`src/rtl/periodic_task_dispatcher_top_defines.svh`:
```
// Assertion macros for the periodic task dispatcher.
`ifndef PERIODIC_TASK_DISPATCHER_TOP_DEFINES_SVH
`define PERIODIC_TASK_DISPATCHER_TOP_DEFINES_SVH

`ifndef NO_ASSERTIONS
`define PTD_ASSERT(lbl, prop, msg) \
  lbl: assert property (@(posedge clk_i) disable iff (!rst_ni) prop) else $error(msg);
`define PTD_ASSERT_ALWAYS(lbl, prop, msg) \
  lbl: assert property (@(posedge clk_i) prop) else $error(msg);
`else
`define PTD_ASSERT(lbl, prop, msg)
`define PTD_ASSERT_ALWAYS(lbl, prop, msg)
`endif

`endif

```
`src/rtl/ptd_pkg.sv`:
```
package ptd_pkg;

  localparam int unsigned TASKS        = 6;
  localparam int unsigned PRIORITY_MAX = 5;

  localparam int unsigned ENTRY_W = (TASKS > 1) ? $clog2(TASKS) : 1;
  localparam int unsigned PRIO_W  = (PRIORITY_MAX > 0) ? $clog2(PRIORITY_MAX + 1) : 1;

  localparam logic [31:0] BOOT_DELAY_MS = 32'd2000;

  typedef enum logic {
    OP_POLL  = 1'b0,
    OP_WRITE = 1'b1
  } ptd_op_e;

  typedef enum logic [2:0] {
    FLD_ID    = 3'd0,
    FLD_EN    = 3'd1,
    FLD_START = 3'd2,
    FLD_INTV  = 3'd3,
    FLD_LAST  = 3'd4,
    FLD_STAT  = 3'd5,
    FLD_PRIO  = 3'd6
  } ptd_field_e;

  typedef enum logic [1:0] {
    S_IDLE,
    S_SCAN,
    S_DONE
  } ptd_state_e;

  function automatic logic [31:0] default_interval(int unsigned k);
    logic [31:0] v;
    case (k)
      0:       v = 32'd2;
      1:       v = 32'd100;
      2:       v = 32'd1000;
      3:       v = 32'd10;
      4:       v = 32'd1;
      5:       v = 32'd500;
      default: v = 32'd0;
    endcase
    return v;
  endfunction

  function automatic logic [31:0] reset_word(ptd_field_e f, int unsigned k);
    logic [31:0] v;
    case (f)
      FLD_ID:    v = 32'(k);
      FLD_EN:    v = (k < 6) ? 32'd1 : 32'd0;
      FLD_START: v = (k < 6 && k != 3) ? BOOT_DELAY_MS : 32'd0;
      FLD_INTV:  v = default_interval(k);
      FLD_PRIO:  v = 32'd1;
      default:   v = 32'd0;
    endcase
    return v;
  endfunction

endpackage

```
`src/rtl/periodic_task_dispatcher_top.sv`:
```
// Channel  | Direction | tdata (low bit up)                          | tuser
// s_axis   | in        | now_ms 32, task_index 4, field_select 3,    | op
//          |           | field_value 32, one zero pad bit            |
// m_axis   | out       | task_id 32                                  | found
//
// A write is applied in the cycle of its transfer.
// A poll is accepted, then steps through the table entries in order through
// the shared eligibility compare, then commits.
// The result sits in an output register; a poll waits in its commit step
// while an earlier result has not been taken.
// The task table loads its default contents at reset, no clearing pass.
`include "periodic_task_dispatcher_top_defines.svh"

module periodic_task_dispatcher_top (
  input  logic        clk_i,
  input  logic        rst_ni,
  input  logic        s_axis_tvalid,
  output logic        s_axis_tready,
  input  logic [71:0] s_axis_tdata,   // now_ms, task_index, field_select, field_value
  input  logic        s_axis_tuser,   // op
  output logic        m_axis_tvalid,
  input  logic        m_axis_tready,
  output logic [31:0] m_axis_tdata,   // task_id
  output logic        m_axis_tuser    // found
);

  localparam int unsigned EW = ptd_pkg::ENTRY_W;
  localparam int unsigned PW = ptd_pkg::PRIO_W;

  logic [31:0] id_q    [ptd_pkg::TASKS];
  logic [31:0] en_q    [ptd_pkg::TASKS];
  logic [31:0] start_q [ptd_pkg::TASKS];
  logic [31:0] intv_q  [ptd_pkg::TASKS];
  logic [31:0] last_q  [ptd_pkg::TASKS];
  logic [31:0] stat_q  [ptd_pkg::TASKS];
  logic [31:0] prio_q  [ptd_pkg::TASKS];

  ptd_pkg::ptd_state_e state_q, state_d;
  logic [EW-1:0] k_q, k_d;
  logic [EW-1:0] best_q, best_d;
  logic [PW-1:0] best_prio_q, best_prio_d;
  logic [31:0]   best_id_q, best_id_d;
  logic          have_q, have_d;
  logic [31:0]   now_q, now_d;
  logic          m_valid_q, m_valid_d;
  logic          m_found_q, m_found_d;
  logic [31:0]   m_id_q, m_id_d;

  logic          s_xfer;
  logic          wr_en;
  logic          commit;
  logic          elig;
  logic          better;
  logic [31:0]   age;
  logic [EW-1:0] wr_idx;
  ptd_pkg::ptd_field_e wr_fld;
  logic [31:0]   wr_val;

  assign s_axis_tready = (state_q == ptd_pkg::S_IDLE);
  assign s_xfer        = s_axis_tvalid && s_axis_tready;
  assign wr_idx        = s_axis_tdata[32 +: EW];
  assign wr_fld        = ptd_pkg::ptd_field_e'(s_axis_tdata[38:36]);
  assign wr_val        = s_axis_tdata[70:39];
  assign wr_en         = s_xfer && (ptd_pkg::ptd_op_e'(s_axis_tuser) == ptd_pkg::OP_WRITE)
                         && ({1'b0, s_axis_tdata[35:32]} < 5'(ptd_pkg::TASKS));

  assign age    = now_q - last_q[k_q];
  assign elig   = (en_q[k_q] == 32'd1) && (start_q[k_q] < now_q) && (age > intv_q[k_q])
                  && !stat_q[k_q][31] && (prio_q[k_q] <= 32'(ptd_pkg::PRIORITY_MAX));
  assign better = elig && (!have_q || (prio_q[k_q][PW-1:0] < best_prio_q));
  assign commit = (state_q == ptd_pkg::S_DONE) && (!m_valid_q || m_axis_tready);

  always_comb begin
    state_d     = state_q;
    k_d         = k_q;
    best_d      = best_q;
    best_prio_d = best_prio_q;
    best_id_d   = best_id_q;
    have_d      = have_q;
    now_d       = now_q;
    m_valid_d   = m_valid_q && !m_axis_tready;
    m_found_d   = m_found_q;
    m_id_d      = m_id_q;
    case (state_q)
      ptd_pkg::S_IDLE: begin
        if (s_xfer && (ptd_pkg::ptd_op_e'(s_axis_tuser) == ptd_pkg::OP_POLL)) begin
          now_d   = s_axis_tdata[31:0];
          k_d     = '0;
          have_d  = 1'b0;
          state_d = ptd_pkg::S_SCAN;
        end
      end
      ptd_pkg::S_SCAN: begin
        if (better) begin
          have_d      = 1'b1;
          best_d      = k_q;
          best_prio_d = prio_q[k_q][PW-1:0];
          best_id_d   = id_q[k_q];
        end
        if (k_q == EW'(ptd_pkg::TASKS - 1)) begin
          state_d = ptd_pkg::S_DONE;
        end else begin
          k_d = k_q + EW'(1);
        end
      end
      ptd_pkg::S_DONE: begin
        if (commit) begin
          m_valid_d = 1'b1;
          m_found_d = have_q;
          m_id_d    = have_q ? best_id_q : 32'd0;
          state_d   = ptd_pkg::S_IDLE;
        end
      end
      default: state_d = ptd_pkg::S_IDLE;
    endcase
  end

  always_ff @(posedge clk_i or negedge rst_ni) begin
    if (!rst_ni) begin
      state_q   <= ptd_pkg::S_IDLE;
      m_valid_q <= 1'b0;
      have_q    <= 1'b0;
      k_q       <= '0;
    end else begin
      state_q   <= state_d;
      m_valid_q <= m_valid_d;
      have_q    <= have_d;
      k_q       <= k_d;
    end
  end

  always_ff @(posedge clk_i) begin
    best_q      <= best_d;
    best_prio_q <= best_prio_d;
    best_id_q   <= best_id_d;
    now_q       <= now_d;
    m_found_q   <= m_found_d;
    m_id_q      <= m_id_d;
  end

  always_ff @(posedge clk_i or negedge rst_ni) begin
    if (!rst_ni) begin
      for (int unsigned k = 0; k < ptd_pkg::TASKS; k++) begin
        id_q[k]    <= ptd_pkg::reset_word(ptd_pkg::FLD_ID, k);
        en_q[k]    <= ptd_pkg::reset_word(ptd_pkg::FLD_EN, k);
        start_q[k] <= ptd_pkg::reset_word(ptd_pkg::FLD_START, k);
        intv_q[k]  <= ptd_pkg::reset_word(ptd_pkg::FLD_INTV, k);
        last_q[k]  <= ptd_pkg::reset_word(ptd_pkg::FLD_LAST, k);
        stat_q[k]  <= ptd_pkg::reset_word(ptd_pkg::FLD_STAT, k);
        prio_q[k]  <= ptd_pkg::reset_word(ptd_pkg::FLD_PRIO, k);
      end
    end else if (wr_en) begin
      case (wr_fld)
        ptd_pkg::FLD_ID:    id_q[wr_idx]    <= wr_val;
        ptd_pkg::FLD_EN:    en_q[wr_idx]    <= wr_val;
        ptd_pkg::FLD_START: start_q[wr_idx] <= wr_val;
        ptd_pkg::FLD_INTV:  intv_q[wr_idx]  <= wr_val;
        ptd_pkg::FLD_LAST:  last_q[wr_idx]  <= wr_val;
        ptd_pkg::FLD_STAT:  stat_q[wr_idx]  <= wr_val;
        ptd_pkg::FLD_PRIO:  prio_q[wr_idx]  <= wr_val;
        default: ;
      endcase
    end else if (commit && have_q) begin
      last_q[best_q] <= now_q;
    end
  end

  assign m_axis_tvalid = m_valid_q;
  assign m_axis_tuser  = m_found_q;
  assign m_axis_tdata  = m_id_q;

  `PTD_ASSERT(a_none_is_zero, (m_axis_tvalid && !m_axis_tuser) |-> (m_axis_tdata == 32'd0), "empty result carries a nonzero id")
  `PTD_ASSERT(a_poll_scans, (s_xfer && !s_axis_tuser) |=> (state_q == ptd_pkg::S_SCAN && k_q == '0), "poll did not start a scan")
  `PTD_ASSERT(a_scan_range, (state_q == ptd_pkg::S_SCAN) |-> (k_q <= EW'(ptd_pkg::TASKS - 1)), "scan index beyond table")
  `PTD_ASSERT_ALWAYS(a_commit_stamps, (rst_ni && $past(rst_ni) && $past(commit) && $past(have_q)) |-> (last_q[$past(best_q)] == $past(now_q)), "chosen entry did not record its run time")

endmodule
```
`config.mk`:
```
export PLATFORM = sky130hd
export DESIGN_NAME = periodic_task_dispatcher_top
export DESIGN_NICKNAME = d
export VERILOG_FILES = /design/src/rtl/ptd_pkg.sv /design/src/rtl/periodic_task_dispatcher_top.sv
export VERILOG_INCLUDE_DIRS = /design/src /design/src/rtl
export SDC_FILE = /design/constraint.sdc
export NUM_CORES = 2
export LEC_CHECK = 0
export ABC_AREA = 1
export BUFFER_PORTS_ARGS = -buffer_cell sky130_fd_sc_hd__buf_4
export CORE_ASPECT_RATIO = 1.75
export CORE_MARGIN = 1.5
export CORE_UTILIZATION = 59
export CTS_BUF_LIST = sky130_fd_sc_hd__clkbuf_4
export DETAILED_ROUTE_END_ITERATION = 8
export GPL_TIMING_DRIVEN = 0
export PLACE_DENSITY_LB_ADDON = 0.12
export SETUP_SLACK_MARGIN = 0.2
export SYNTH_ARGS = -nofsm -noshare
export SYNTH_HDL_FRONTEND = slang
export SYNTH_SLANG_ARGS = --single-unit
```
`constraint.sdc`:
```
create_clock -name clk_i -period 5.5 [get_ports clk_i]
set_clock_uncertainty 0.15 [all_clocks]
set_input_delay 0.275 -clock clk_i [delete_from_list [all_inputs] [get_ports clk_i]]
set_output_delay 0.275 -clock clk_i [all_outputs]
set_load 0.01 [all_outputs]
```
==> run_results.csv <==
group,metric,value,unit
grt,grt_antenna_before_repair,35,
synthesis,synth_async_sr_flop_share,0.919,
hold_path,holdCritStartpoint,"s_axis_tdata[47]",
status,outcome,"finished with violations",
power,p_leak,0.0324,µW
critical_path,worstReg2RegEnd,"best_id_q[15]$_DFFE_PP_",
critical_path,crit_type,"reg -> reg",
cells_and_area,syn_to_final_growth,18.2,%
hold_path,min_to,"intv_q[8]$_DFFE_PN1P_",
synthesis,syn_area,0.0590,mm²
timing,tns,-21.28,ns
critical_path,reg2reg_slack,-0.59,ns
critical_path,crit_fanout,10,
timing,final.setup.worst_slack,-0.586,ns
place,place_congestion,1.06,
clocking,clkTransAtPathRegs,0.07,ns
flow_run,cap_viol_max_count,11,
cells_and_area,layout-drive-gt1-share,0.185,
critical_path,startpoint_type,"register",
timing,max_slew_margin,-0.124,
synthesis,synth_top_area_cell,"dfrtp_1",
clocking,h-tree-depth,5,
synthesis,synth_nets,6598,
timing,fin_crit_sh,1.11,
synthesis,synth-edff-count,103,
timing,report.final.setup_viol,39,
status,violations,"hold timing, capacitance limit, slew limit, setup timing",
grt,grt_overflow,0,
synthesis,synth.top_cell.area_share,0.465,
timing,worst_slew_pin_slew,1.67,ns
place,port_buffers,94,
place,post-dp-hpwl,180000,µm
power,power.total,33400,µW
route,ant_nets,0,
clocking,cts_tree,"yes",
synthesis,synthDistinctLibCells,49,
synthesis,synth.area.top_cells,"dfrtp_1 47%, o21ai_0 8.8%, nand2_1 8.5%, edfxtp_1 5.2%, o21a_1 4.8%",
synthesis,ys_warn_count,0,
clocking,clk_latency,1.36,ns
cells_and_area,fin_util,0.703,
route,viasPerCell,6.45,
cells_and_area,mostFrequentLayoutCell,"nand2_1",
cells_and_area,nNetsFinal,7239,
route,dr.pass1.iters,7,
die,ios,112,
place,place_ws,-4.35,ns
critical_path,worstReg2RegStart,"k_q[0]$_DFFE_PN0P_",
die,num_rows,153,
clocking,cts_root_buf,"clkbuf_4",
cells_and_area,layout_common_cells,"1,332 x nand2_1, 1,095 x dfrtp_1, 992 x o21ai_0, 501 x clkbuf_4, 441 x nor2_1",
synthesis,ys.flop_type,"dfrtp_1",
route,drtIter0Drc,6986,
die,start_util,0.595,
power,ir_drop,0.332,mV
timing,fmax,164,MHz
timing,report.final.hold_viol_count,2,
timing,slew_viol_final,92,
critical_path,cp-end-kind,"register",
grt,grt_max_degree,175,
critical_path,r2r_cells,25,
power,power.density,478,mW/mm²
clocking,cts_buffers,312,
timing,fin_crit,6.09,ns
critical_path,worstPathRequired,6.38,ns
grt,grt_pass1_vias,54900,
hold_path,hp-class,"in -> reg",
die,die_w,242,µm
clocking,cts.sinks,1268,
timing,rsz0062_at_grt,"true",
route,vias,55600,
synthesis,ys_seq_area_frac,0.548,
route,route.detailed.drc,0,
die,dieArea,0.102,mm²
critical_path,cp.arrival,6.97,ns
critical_path,crit_path_start,"k_q[0]$_DFFE_PN0P_",
grt,grt_pass1_wl,380000,µm
die,die_h,421,µm
clocking,clockBufferDepth,4,
synthesis,syn_inst,6421,
grt,grt_use_total,0.529,
synthesis,synth_area_per_cell,9.19,µm²
die,core,0.0992,mm²
timing,holdWs,-0.00646,ns
route,routed_wl,267000,µm
synthesis,ys_ff_latch,1268,
hold_path,min_path_cells,4,
route,wl_per_cell,31.0,µm
-- state kept, by name, summed over array words and instances (netlist names) --
name           count
best_id_q         32
best_prio_q        3
best_q             3
en_q             192
have_q             1
id_q             192
intv_q           192
k_q                3
last_q           192
m_axis_tdata      32
m_axis_tuser       1
m_axis_tvalid      1
now_q             32
prio_q           192
start_q          192
stat_q             6
state_q            2
-- stage by stage --
| stage | hold WS (ns) | cell area, µm² | std cells |
|---|---|---|---|
| floorplan | -0.171 | 59000 | 6421 |
| global route | 0.0523 | 69700 | 8608 |
| finish | -0.00646 | 69800 | 8626 |
| global placement | 0.274 | 61400 | 7832 |
| CTS | 0.0112 | 69300 | 8584 |
| detailed placement | 0.0898 | 61700 | 7841 |
-- cell type report --
| type | instances | area (µm²) |
|---|---|---|
| Inverter | 402 | 1520 |
| Timing Repair Buffer | 327 | 3170 |
| Clock buffer | 485 | 3640 |
| Timing Repair inverter | 1 | 7.51 |
| Buffer | 482 | 2880 |
| Sequential cell | 1268 | 32300 |
| Clock inverter | 50 | 243 |
| Tap cell | 1317 | 1650 |
| Multi-Input combinational cell | 4268 | 24200 |
| Antenna cell | 26 | 65.1 |
| Fill cell | 8122 | 29400 |
-- logic make-up after synthesis --
kind of cell | after synthesis | synth area share
xor+xnor | 31 | 0.00460
flops | 1268 | 0.548
buf+inv | 885 | 0.0613
fa+ha+maj | 100 | 0.0213
compound gates | 1967 | 0.194
simple gates | 1978 | 0.132
mux | 192 | 0.0386
-- timing repair --
| action | in CTS | in global routing |
|---|---|---|
| endpoints found under the hold margin | 1573 | 1 |
| setup endpoints to repair | 39 | 39 |
| hold buffers | 147 | 1 |
| pin swaps | 48 | 41 |
| gates resized for setup | 414 | 63 |
| buffers inserted | 58 | 15 |
| cloned | 4 | 0 |
-- layer usage --
metal / track usage / share of wire / vias to the layer above
met2: 0.772 / 0.43 / 4016
li1: - / - / 23100
met5: 0.0313 / 0.0012 / -
met4: 0.568 / 0.14 / 18
met3: 0.237 / 0.13 / 1578
met1: 0.537 / 0.30 / 26900
-- power breakdown --
part,internal [µW],switching [µW],leakage [µW]
Combinational,4750,10100,0.0142
Sequential,10000,331,0.0159
Clock,4080,4030,0.00235
-- worst max-delay path by stage --
stage          cells after the start                       to  slack [ns]
2_1_floorplan                     31   best_id_q[0]$_DFFE_PP_        0.23
3_3_place_gp                       1     en_q[51]$_DFFE_PN0P_      -10.11
3_5_place_dp                      26  best_id_q[19]$_DFFE_PP_       -4.35
6_report                          25  best_id_q[15]$_DFFE_PP_       -0.59
4_1_cts                           35  best_id_q[31]$_DFFE_PP_       -0.12
5_1_grt                           31  best_id_q[15]$_DFFE_PP_       -0.45
-- Yosys cell counts, types with 12 or more instances --
| cell type | count |
|---|---|
| nand4_1 | 29 |
| nor2_1 | 467 |
| mux2_2 | 157 |
| mux2_4 | 31 |
| a31oi_1 | 21 |
| dfrtp_1 | 1097 |
| edfxtp_1 | 103 |
| clkbuf_1 | 336 |
| a21oi_1 | 212 |
| nor2_2 | 19 |
| dfstp_2 | 68 |
| o22ai_1 | 236 |
| buf_6 | 17 |
| nor3_1 | 36 |
| o221ai_1 | 33 |
| buf_1 | 20 |
| buf_2 | 105 |
| ha_1 | 99 |
| o21ai_0 | 1035 |
| nand3_1 | 52 |
| a2bb2oi_1 | 12 |
| inv_1 | 387 |
| xor2_1 | 21 |
| o21a_1 | 376 |
| o221a_2 | 16 |
| nand2_1 | 1342 |
-- worst max-delay path, cell delays in order (launching register included) --
cell and delay [ns]:
dfrtp_2 0.50, buf_8 0.18, buf_12 0.11, buf_12 0.15, buf_12 0.11, buf_4 0.13
clkbuf_1 0.51, o21ai_0 0.19, o22ai_1 1.17, a31oi_1 0.37, ha_1 0.44, nand2_1 0.08
inv_1 0.05, nand4_1 0.11, nor2_2 0.08, nand2_4 0.16, nand2_2 0.08, nor2_2 0.10
nand2_1 0.08, nor2_2 0.14, nand3_4 0.14, nor2_4 0.14, nand2_4 0.13, clkinvlp_4 0.16
buf_6 0.11, buf_12 0.14
(Power assumes the default switching activity.)
